--- src/rtl/gcib_pkg.sv ---
// Shared widths, constants and data types for the great-circle bearing pipeline.
package gcib_pkg;

  localparam int ANGLE_BITS_DEF   = 32;
  localparam int HEADING_BITS_DEF = 16;
  localparam int PHASE_W          = 32;
  localparam int CORDIC_STEPS     = 30;
  localparam int FRAC_BITS        = 30;
  localparam int TRIG_W           = 33;
  localparam int Z_W              = 33;
  localparam int VEC_W            = 36;

  localparam logic signed [TRIG_W-1:0] CORDIC_GAIN = TRIG_W'(652032874);
  localparam logic [PHASE_W-1:0] PHASE_HALF    = 32'h8000_0000;
  localparam logic [PHASE_W-1:0] PHASE_QUARTER = 32'h4000_0000;
  localparam logic [PHASE_W-1:0] PHASE_3QUARTER = 32'hC000_0000;

  // atan(2^-i) in units of 2^-32 turn
  localparam logic [0:CORDIC_STEPS-1][PHASE_W-1:0] STEP_ANGLE = {
    32'h20000000, 32'h12E4051E, 32'h09FB385B, 32'h051111D4, 32'h028B0D43,
    32'h0145D7E1, 32'h00A2F61E, 32'h00517C55, 32'h0028BE53, 32'h00145F2F,
    32'h000A2F98, 32'h000517CC, 32'h00028BE6, 32'h000145F3, 32'h0000A2FA,
    32'h0000517D, 32'h000028BE, 32'h0000145F, 32'h00000A30, 32'h00000518,
    32'h0000028C, 32'h00000146, 32'h000000A3, 32'h00000051, 32'h00000029,
    32'h00000014, 32'h0000000A, 32'h00000005, 32'h00000003, 32'h00000001
  };

  typedef struct packed {
    logic signed [TRIG_W-1:0] x;
    logic signed [TRIG_W-1:0] y;
    logic signed [Z_W-1:0]    z;
  } rot_t;

  typedef struct packed {
    logic signed [VEC_W-1:0] x;
    logic signed [VEC_W-1:0] y;
    logic [PHASE_W-1:0]      z;
  } vec_t;

endpackage

--- src/rtl/gcib_vec_stage.sv ---
// One registered micro-rotation of the vectoring-mode CORDIC (atan2).
module gcib_vec_stage
  import gcib_pkg::*;
#(
  parameter int STEP = 0
) (
  input  logic clk_i,
  input  logic en_i,
  input  vec_t vec_i,
  output vec_t vec_o
);

  localparam logic [PHASE_W-1:0] ANG = STEP_ANGLE[STEP];

  logic signed [VEC_W-1:0] dx, dy;
  vec_t vec_d, vec_q;

  assign dx = vec_i.y >>> STEP;
  assign dy = vec_i.x >>> STEP;

  always_comb begin
    if (!vec_i.y[VEC_W-1]) begin
      vec_d.x = vec_i.x + dx;
      vec_d.y = vec_i.y - dy;
      vec_d.z = vec_i.z + ANG;
    end else begin
      vec_d.x = vec_i.x - dx;
      vec_d.y = vec_i.y + dy;
      vec_d.z = vec_i.z - ANG;
    end
  end

  always_ff @(posedge clk_i) begin
    if (en_i) vec_q <= vec_d;
  end

  assign vec_o = vec_q;

endmodule

--- config.mk ---
export PLATFORM = sky130hd
export DESIGN_NAME = gcib_vec_stage
export DESIGN_NICKNAME = d
export VERILOG_FILES = /design/src/rtl/gcib_pkg.sv /design/src/rtl/gcib_vec_stage.sv
export SDC_FILE = /design/constraint.sdc
export NUM_CORES = 1
export LEC_CHECK = 0
export ABC_AREA = 1
export BUFFER_PORTS_ARGS = -buffer_cell sky130_fd_sc_hd__buf_4
export CELL_PAD_IN_SITES_DETAIL_PLACEMENT = 0
export CELL_PAD_IN_SITES_GLOBAL_PLACEMENT = 2
export CORE_MARGIN = 3
export CORE_UTILIZATION = 33
export CTS_BUF_LIST = sky130_fd_sc_hd__clkbuf_16
export DETAILED_ROUTE_END_ITERATION = 8
export PLACE_DENSITY = 0.95
export SYNTH_ARGS = -nofsm -noshare
export SYNTH_HDL_FRONTEND = slang
export SYNTH_SLANG_ARGS = --single-unit
--- constraint.sdc ---
create_clock -name clk_i -period 5.9 [get_ports clk_i]
set_input_delay 1.18 -clock clk_i [delete_from_list [all_inputs] [get_ports clk_i]]
set_output_delay 1.18 -clock clk_i [all_outputs]
set_load 0.02 [all_outputs]
==> impl_metrics.ini <==
[outcome]
status = complete, no violations

[clock_network]
clkTransAtPathRegs_ns = 0.09
postCtsHoldBufs = 0
cts_tree = yes
cts_max_path_buffers = 2
ctsResizeCount = 0
cts-root-buf = clkbuf_16
cts-buffers-inserted = 9
cts_setup_buffers = 0
cts_sinks = 103
htreeDepth = 3

[synth]
avgSynthCellArea_um2 = 6.48
synth_seq_cells = 103
synth.top_cell.area_share_pct = 27.2
synth_cell_types = 41
yosysTopAreaCell = edfxtp_1
synthArstFlopShare_pct = 0
seq_area_frac_synth_pct = 27.2
syn-instance-count = 1753
syn-num-nets = 1972
synth_warnings = 0
synth_edf_count = 103
syn_area_mm2 = 0.0114
yosys_most_used_dff = edfxtp_1
synthTopCellsByArea = edfxtp_1, nand2_1, ha_1, inv_1, nand3_1

[global_route]
grt_pass1_wl_mm = 64.2
grt_usage_pct = 23.3
grt-ovfl-total = 0
antenna_found_initial = 0
grt_pass1_vias = 11300
grt_max_degree = 64

[floorplanning]
die_w_um = 191
num_rows = 67
io_pins = 210
start_util_pct = 33.7
die_area_mm2 = 0.0367
dieHeight_um = 191
coreArea_mm2 = 0.0337

[finish]
layout-drive-gt1-share_pct = 13.6
largest_reg_flops = 103
utilization_pct = 40.0
nNetsFinal = 2145
fillCellCount = 3697
layout_common_cells = nand2_1, inv_1, buf_4
syn_to_final_growth_pct = 18.7
antenna_cells = 0
final_common_cell = nand2_1

[worst_setup_path]
crit_fanout = 4
worst_path_most_repeated_cell = nand2_1
slowest_stage = fa_1
critPathCaptureType = flip-flop
startpoint = vec_i[32]
critPathLaunchType = input pin
arrival_ns = 3.50
path_cells = buf_4, inv_1, ha_1, fa_1, o21bai_1, nand2_1, nand2_1, nand2_1, nand2_1, nand2_1, nand2_1, nand2_1, nand3_1, nand2_1
critPathTopFamily = simple AND/OR/NAND/NOR gates
required_ns = 6.04
critPathKind = in2reg
slowest_delay_ns = 0.58
cp.depth = 14
critical_path_buf_inv_count = 2

[sta]
slew_violations = 0
fin_crit_ns = 3.36
setup_viol = 0
rsz0062_at_grt = no
max_slew.worst_pin.slew_ns = 0.955
period_share_pct = 56.9
finalHoldViolCount = 0
max_slew_margin_pct = 36.3
fin_tns_setup_ns = 0
fmax_ghz = 0.298

[job]
max_cap_viol_count = 0

[placed_design]
dp_hpwl_mm = 35.9
port_buffers = 209
gp_congestion = 0.950

[hold_path]
hold_depth = 1
whs_endpoint = vec_o[23]$_DFFE_PP_
min_from = vec_i[23]
hp-class = in2reg

[detailed_routing]
vias = 11500
routedWlPerCell_um = 18.1
dr.first_iter.drc_count = 785
drc = 0
wl_mm = 43.0
first_pass_iters = 5
viasPerCell = 4.85
ant_nets = 0

[pwr]
power_density_mw_per_mm2 = 207
p_leak_nw = 7.08
power.ir.vdd_worst_uv = 165
-- kinds of logic (layout without fill, tap and decap cells) --
| kind of cell | Yosys count | count (layout) | synth area share [%] |
|---|---|---|---|
| adders and majority gates | 113 | 113 | 12.7 |
| buffers and inverters | 360 | 538 | 13.0 |
| DFF | 103 | 103 | 27.2 |
| and+or+nand+nor | 903 | 903 | 33.0 |
| muxes | 1 | 1 | 0.0882 |
| xor gates and xnor gates | 31 | 31 | 2.39 |
| AOI/OAI and AO/OA | 242 | 242 | 11.5 |
-- cell usage after synthesis, types with 2 or more instances --
cell type / instances
nor2_1: 145
nand3_1: 152
nand2_2: 6
fa_1: 4
nand4_1: 10
or2_2: 4
o21ai_2: 3
o21ai_0: 77
nand3_2: 3
buf_2: 13
o22ai_1: 10
o21ai_1: 7
a21boi_0: 2
nand2_1: 548
a21oi_1: 114
buf_1: 2
nand3b_1: 3
nor2_2: 12
buf_4: 22
ha_1: 109
and2_1: 6
o21a_1: 2
nor3_1: 8
a31oi_1: 2
edfxtp_1: 103
buf_6: 3
xor2_1: 27
o21bai_1: 24
inv_1: 309
xnor2_1: 4
clkbuf_1: 9
-- power by group --
part	internal, W	total (W)	switching (W)
Clock	0.000295	0.000616	0.000321
Combinational	0.000412	0.00123	0.000813
Sequential	0.000923	0.000952	0.0000285
Total	0.00163	0.00279	0.00116
-- worst max path at each step --
stage / endpoint / slack [ns]
2_1_floorplan: vec_o[64]$_DFFE_PP_ / 2.98
3_3_place_gp: vec_o[95]$_DFFE_PP_ / 2.11
3_5_place_dp: vec_o[95]$_DFFE_PP_ / 2.13
4_1_cts: vec_o[95]$_DFFE_PP_ / 2.56
5_1_grt: vec_o[95]$_DFFE_PP_ / 2.29
6_report: vec_o[64]$_DFFE_PP_ / 2.54
-- per-stage QoR --
step / area [um^2] / total power [W] / cells / hold slack, ns / worst slack, ns
floorplan: 11400 / 0.00172 / 1753 / 1.28 / 2.98
global placement: 13200 / 0.00218 / 2363 / 1.36 / 2.11
detailed placement: 13200 / 0.00218 / 2363 / 1.36 / 2.13
CTS: 13500 / 0.00282 / 2379 / 0.952 / 2.56
global route: 13500 / 0.00298 / 2379 / 0.957 / 2.29
finish: 13500 / 0.00279 / 2379 / 0.974 / 2.54
-- per-layer routing --
metal	global-route usage [%]	vias to the layer above	routed length, um	share of wire [%]
met4	8.44	0	1360	3.2
li1	-	5866	-	-
met3	2.79	68	2540	5.9
met2	37.3	357	19000	44
met5	0	-	0	0
met1	32.2	5247	20100	47
-- layout make-up --
class                   count  area [um^2]  share of cell area [%]
multi-input cells        1290         6790                    50.4
well taps                 448          561                    4.16
repair buffers            212         1590                    11.8
clock buffers               9          225                    1.67
flip-flops and latches    103         3090                    22.9
clock inverters             7         58.8                   0.436
inverters                 310         1160                    8.63
(Power assumes the default switching activity.)
