<file path="config.mk">
export PLATFORM = sky130hd
export DESIGN_NAME = gcib_rot_stage
export DESIGN_NICKNAME = d
export VERILOG_FILES = /design/src/rtl/gcib_pkg.sv /design/src/rtl/gcib_rot_stage.sv
export SDC_FILE = /design/constraint.sdc
export NUM_CORES = 1
export LEC_CHECK = 0
export ABC_AREA = 1
export BUFFER_PORTS_ARGS = -buffer_cell sky130_fd_sc_hd__buf_2
export CAP_MARGIN = 20
export CORE_MARGIN = 4
export CORE_UTILIZATION = 59
export CTS_CLUSTER_DIAMETER = 100
export DETAILED_ROUTE_END_ITERATION = 8
export PLACE_DENSITY = 0.84
export SYNTH_ARGS = -nofsm -noshare
export SYNTH_HDL_FRONTEND = slang
export SYNTH_SLANG_ARGS = --single-unit
</file>
<file path="constraint.sdc">
create_clock -name clk_i -period 3.5 [get_ports clk_i]
set_input_delay 0.35 -clock clk_i [delete_from_list [all_inputs] [get_ports clk_i]]
set_output_delay 0.35 -clock clk_i [all_outputs]
set_load 0.02 [all_outputs]
</file>
<file path="src/rtl/gcib_pkg.sv">
// Shared widths, constants and data types for the great-circle bearing pipeline.
package gcib_pkg;

  localparam int ANGLE_BITS_DEF   = 32;
  localparam int HEADING_BITS_DEF = 16;
  localparam int PHASE_W          = 32;
  localparam int CORDIC_STEPS     = 30;
  localparam int FRAC_BITS        = 30;
  localparam int TRIG_W           = 33;
  localparam int Z_W              = 33;
  localparam int VEC_W            = 36;

  localparam logic signed [TRIG_W-1:0] CORDIC_GAIN = TRIG_W'(652032874);
  localparam logic [PHASE_W-1:0] PHASE_HALF    = 32'h8000_0000;
  localparam logic [PHASE_W-1:0] PHASE_QUARTER = 32'h4000_0000;
  localparam logic [PHASE_W-1:0] PHASE_3QUARTER = 32'hC000_0000;

  // atan(2^-i) in units of 2^-32 turn
  localparam logic [0:CORDIC_STEPS-1][PHASE_W-1:0] STEP_ANGLE = {
    32'h20000000, 32'h12E4051E, 32'h09FB385B, 32'h051111D4, 32'h028B0D43,
    32'h0145D7E1, 32'h00A2F61E, 32'h00517C55, 32'h0028BE53, 32'h00145F2F,
    32'h000A2F98, 32'h000517CC, 32'h00028BE6, 32'h000145F3, 32'h0000A2FA,
    32'h0000517D, 32'h000028BE, 32'h0000145F, 32'h00000A30, 32'h00000518,
    32'h0000028C, 32'h00000146, 32'h000000A3, 32'h00000051, 32'h00000029,
    32'h00000014, 32'h0000000A, 32'h00000005, 32'h00000003, 32'h00000001
  };

  typedef struct packed {
    logic signed [TRIG_W-1:0] x;
    logic signed [TRIG_W-1:0] y;
    logic signed [Z_W-1:0]    z;
  } rot_t;

  typedef struct packed {
    logic signed [VEC_W-1:0] x;
    logic signed [VEC_W-1:0] y;
    logic [PHASE_W-1:0]      z;
  } vec_t;

endpackage

</file>
<file path="src/rtl/gcib_rot_stage.sv">
// One registered micro-rotation of the rotation-mode CORDIC (sine/cosine).
module gcib_rot_stage
  import gcib_pkg::*;
#(
  parameter int STEP = 0
) (
  input  logic clk_i,
  input  logic en_i,
  input  rot_t rot_i,
  output rot_t rot_o
);

  localparam logic signed [Z_W-1:0] ANG = Z_W'(STEP_ANGLE[STEP]);

  logic signed [TRIG_W-1:0] dx, dy;
  rot_t rot_d, rot_q;

  assign dx = rot_i.y >>> STEP;
  assign dy = rot_i.x >>> STEP;

  always_comb begin
    if (!rot_i.z[Z_W-1]) begin
      rot_d.x = rot_i.x - dx;
      rot_d.y = rot_i.y + dy;
      rot_d.z = rot_i.z - ANG;
    end else begin
      rot_d.x = rot_i.x + dx;
      rot_d.y = rot_i.y - dy;
      rot_d.z = rot_i.z + ANG;
    end
  end

  always_ff @(posedge clk_i) begin
    if (en_i) rot_q <= rot_d;
  end

  assign rot_o = rot_q;

endmodule

</file>
==> results of run 1 <==
## layer usage
| metal | share of wire, % | up-vias | routed length, µm | track usage, % |
|---|---|---|---|---|
| li1 | - | 5647 | - | - |
| met1 | 42 | 5181 | 14560 | 47.79 |
| met2 | 43 | 674 | 14860 | 52.40 |
| met3 | 14 | 49 | 4800 | 6.356 |
| met4 | 1.4 | 4 | 482 | 6.046 |
| met5 | 0.081 | - | 28 | 0 |
## per-stage QoR
stage	setup slack, ns	power [mW]
after CTS	1.302	4.458
final	1.215	4.496
after global placement	0.9701	3.277
after global routing	1.041	4.729
after detailed placement	0.9408	3.308
after floorplan	1.516	2.735
## Yosys cell counts (3+ instances only)
master	instances	area, µm²
nand2_1	644	2417
inv_1	344	1291
nand3_1	163	815.8
nor2_1	102	382.9
edfxtp_1	98	2943
ha_1	98	1226
a21oi_1	71	355.3
o21ai_0	34	170.2
xor2_1	25	219.0
buf_4	16	120.1
nand4_1	16	100.1
buf_2	13	65.06
nor2_2	12	75.07
o21bai_1	12	90.09
nand2_2	11	68.82
buf_6	8	90.09
clkbuf_1	7	26.28
nor3_1	7	35.03
a31oi_1	4	25.02
fa_1	4	80.08
o22ai_1	4	25.02
nor3_2	3	30.03
o21ai_1	3	15.01
## kinds of logic (layout without fill, tap and decap cells)
kind of cell	after synthesis	after routing	share of synthesized area [%]
adders and majority gates	102	102	12.09
buffers and inverters	391	565	14.85
DFF	98	98	27.24
AOI/OAI and AO/OA	136	136	6.880
and+or+nand+nor	964	964	36.90
xor gates and xnor gates	25	25	2.027
## critical path, cell delays in order
cell     delay [ns]
buf_2          0.10
inv_1          0.04
ha_1           0.50
nand2_2        0.16
nor2_1         0.26
nand2_1        0.12
nand3_1        0.13
nand2_1        0.12
nand2_2        0.13
nand2_1        0.07
nand2_1        0.06
nand2_1        0.04
nand3_1        0.09
nand2_1        0.15
## cell type report
cell class	count	area (µm²)
multi-input cells	1227	6255
clock inverters	6	111.4
clock buffers	9	225.2
flip-flops and latches	98	2943
well taps	229	286.5
inverters	347	1303
repair buffers	203	1041
fillers	1603	5799
## power groups by stage
stage | Sequential (mW) | Combinational [mW] | Clock [mW]
3_3_place_gp | 1.54 | 1.73 | 0
3_5_place_dp | 1.55 | 1.76 | 0
4_1_cts | 1.53 | 1.77 | 1.16
2_1_floorplan | 1.73 | 1.01 | 0
5_1_grt | 1.54 | 1.99 | 1.21
6_report | 1.52 | 1.82 | 1.15
## worst min-delay path by stage
stage | to | start | depth (start not counted) | slack, ns
6_report | rot_o[13]$_DFFE_PP_ | rot_i[13] | 1 | 0.18
5_1_grt | rot_o[20]$_DFFE_PP_ | rot_i[20] | 1 | 0.18
4_1_cts | rot_o[13]$_DFFE_PP_ | rot_i[13] | 1 | 0.18
3_5_place_dp | rot_o[13]$_DFFE_PP_ | rot_i[13] | 1 | 0.53
3_3_place_gp | rot_o[21]$_DFFE_PP_ | rot_i[21] | 1 | 0.53
2_1_floorplan | rot_o[0]$_DFFE_PP_ | rot_i[0] | 0 | 0.45
==> results.cfg, run 1 <==
[pwr]
vdd_drop_max_mv = 0.2900
pwr-share-seq_pct = 33.9
combPwrFrac_pct = 40.5
sw_frac_of_total_pct = 39.62
p_sw_mw = 1.781
p_leak_nw = 6.984
p_int_mw = 2.714
p_clk_share_pct = 25.6
p_per_area_nw_per_um2 = 369.6

[finish]
final_cell_area_um2 = 12160
antenna-diode-count = 0
stdcell_count = 2119
drive_gt1_share_pct = 13.39
postLayoutCoreUtil_pct = 67.72
fin_nets = 2089
layout_commonest_cell = nand2_1
mostFrequentLayoutCells = nand2_1, inv_1, buf_2
largest_register_ffs = 98
syn2layout_area_growth_pct = 12.61

[worst_hold_path]
min_path_type = in -> reg

[sta]
slew_headroom_pct = 40.44
slew_violations = 0
max_slew.worst_pin.slew_ns = 0.8921
max_freq_mhz = 437.6
hold_viol = 0
whs_ns = 0.1837
finalCriticalPeriod_ns = 2.285
rsz0062_at_grt = no
period_share_pct = 65.29
fin_setup_tns_ns = 0
setup_viol = 0

[clock_network]
cts_max_level = 3
clk_pin_slew_ns = 0.07
postCtsSetupBuffers = 0
cts_tree = yes
root_buffer = clkbuf_16
clock_sinks = 98
numCtsBuffers = 9
cts_max_path_buffers = 2
post_cts_resized = 0
hold_buffers = 0

[placed_design]
dpl.hpwl_mm = 28.72
port-buffer-count = 199
place_inst = 2104
place_area_um2 = 11830
place.gp.congestion = 1.028

[global_routing]
grt_pass1_wl_mm = 53.01
grt_overflow = 0
grt_use_total_pct = 33.04
grt_max_degree = 67
antenna_found_initial = 2
grt_pass1_vias = 10250

[critical_path]
critPathCaptureType = register
crit_start = rot_i[36]
start_kind = primary input
cp-endpoint = rot_o[87]$_DFFE_PP_
crit_fanout = 10
crit_arrival_ns = 2.34
required_ns = 3.56
path_class = in -> reg

[synth]
synth_area_um2 = 10800
syn_inst = 1716
synth_enable_flop_cells = 98
synth_seq_cells = 98
synth_fp_nets = 1919
synth_ff_type = edfxtp_1
synthArstFlopShare_pct = 0
yosys_warnings = 0
syn_area_per_cell_um2 = 6.295
ys_seq_area_share_pct = 27.24
synth_cell_types = 35

[route]
vias = 11560
post_drt_wl_per_cell_um = 16.39
drt_pre_antenna_iters = 9
drc_errors = 1
drtIter0Drc = 1327
ant_nets = 0
vias_per_cell = 5.453
drt_wl_total_mm = 34.73

[floorplan]
core_area_um2 = 17960
die_x_um = 143.3
initial_utilization_pct = 60.13
num_io_pins = 200
die_h_um = 143.3
fp-row-count = 49
die_area_um2 = 20540

[run_status]
status = complete, but fails checks
violations = DRC

[flow_run]
drv_cap = 0
No activity file was read; power rests on OpenSTA's default activity.
==> run 2, diff against run 1 <==
- CORE_UTILIZATION: 59 -> 58
- PLACE_DENSITY: 0.84 -> 0.83
- clock period: 3.5 -> 2.21 ns (I/O delays scaled with it)
==> run 2 against run 1 <==
The run now ends clean. Sequential power up 59%. Sequential cell count is the same. Via count is 5.6% higher. Clock power up 59%. Routed wire length rose by 8.2%. Non-clock buffer count grew 158. Worst setup slack worse by 1.0 ns. Final area rose by 10%. Count of clock-buffer cells in the layout stayed put. Global-route usage up 2.4 points. Die area rose by 1.6%. Largest cell class unchanged. Highest routed layer is now met4.
==> results.cfg, run 2 (synthesis results as in run 1) <==
[global_routing]
grt_use_total_pct = 35.44
grt_max_degree = 60
grt_pass1_vias = 11380
antenna_found_initial = 0
grt_pass1_wl_mm = 57.26
grt_overflow = 0

[critical_path]
critPathCaptureType = register
crit_arrival_ns = 2.13
path_class = in -> reg
start_kind = primary input
required_ns = 2.30
cpPeakStageDelay_ns = 0.33
crit_top_cell = nand2_1
path_cells = buf_2 > inv_1 > ha_1 > buf_12 > nor2_1 > inv_1 > nor2_1 > nand2_1 > nor2_1 > nand2_1 > nand2_1 > nand2_1 > nand3_1 > nand2_1
slowest_stage = ha_1
crit_fanout = 9

[route]
drt_pre_antenna_iters = 9
ant_nets = 0
vias = 12200
vias_per_cell = 5.357
drt_wl_total_mm = 37.59
post_drt_wl_per_cell_um = 16.51
drtIter0Drc = 1287
drc_errors = 0

[floorplan]
core_area_um2 = 18150
initial_utilization_pct = 59.52
fp-row-count = 49
die_h_um = 144.5
num_io_pins = 200
die_area_um2 = 20870
die_x_um = 144.5

[finish]
fillers = 1547
mostFrequentLayoutCells = nand2_1, inv_1, buf_2
antenna-diode-count = 0
stdcell_count = 2277
register_area_um2 = 2943
fin_nets = 2247
syn2layout_area_growth_pct = 24.06
largest_register_ffs = 98
multi_input_area_um2 = 6255
layout_commonest_cell = nand2_1
drive_gt1_share_pct = 20.07

[placed_design]
place_inst = 2262
place.gp.congestion = 1.024
dpl.hpwl_mm = 31.86
port-buffer-count = 199

[flow_run]
drv_cap = 0

[clock_network]
cts_tree = yes
numCtsBuffers = 9
clock_sinks = 98
clk_pin_slew_ns = 0.07
post_cts_resized = 0
hold_buffers = 0
cts_max_level = 3
cts_max_path_buffers = 2
postCtsSetupBuffers = 0
root_buffer = clkbuf_16

[sta]
max_slew.worst_pin.slew_ns = 0.6878
setup_viol = 0
fin_setup_tns_ns = 0
period_share_pct = 92.09
slew_headroom_pct = 54.15
finalCriticalPeriod_ns = 2.035
hold_viol = 0
slew_violations = 0
rsz0062_at_grt = no
max_freq_mhz = 491.4

[pwr]
p_leak_nw = 7.762
vdd_drop_max_mv = 0.3595
p_per_area_nw_per_um2 = 564.9

[run_status]
status = complete, no violations

[worst_hold_path]
min_path_type = in -> reg
[run 2: routing by layer]
layer	part of all wire [%]	global-route usage (%)	vias to the layer above
met5	0	0	-
met4	2.7	10.11	0
met3	13	8.631	80
met2	43	56.33	734
met1	41	48.24	5440
li1	-	-	5944
[run 2: area by class of cell]
class,count,share of cell area (%)
multi-input cells,1227,46.68
flip-flops and latches,98,21.96
repair buffers,361,16.99
inverters,347,9.720
well taps,229,2.138
clock buffers,9,1.681
clock inverters,6,0.8310
[run 2: stage by stage]
stage	cell area, µm²	power [mW]	util (%)	hold slack, ns	setup WS, ns
floorplan	10800	4.331	-	0.3199	0.3551
global placement	13060	5.582	71.99	0.3980	-0.05696
detailed placement	13060	5.677	71.99	0.3998	-0.09668
CTS	13400	7.498	73.84	0.02947	0.2508
global route	13400	7.954	73.84	0.02907	0.05300
finish	13400	7.569	73.84	0.04207	0.1748
[run 2: path summary, 6_finish.rpt]
path | from | end | slack [ns] | depth (start not counted)
max | rot_i[48] | rot_o[96]$_DFFE_PP_ | 0.17 | 14
min | rot_i[23] | rot_o[23]$_DFFE_PP_ | 0.04 | 1
[run 2: worst max-delay path: cells and delay by family]
family	cells	cell delay, ns
buf+inv	4	0.42
simple gates	9	1.15
fa+ha+maj	1	0.33
[run 2: power breakdown]
part	leakage [nW]	total [mW]	switching [mW]	internal, mW
Clock	0.164	1.83	0.729	1.11
Sequential	0.958	2.42	0.0837	2.34
Combinational	6.64	3.31	2.14	1.17
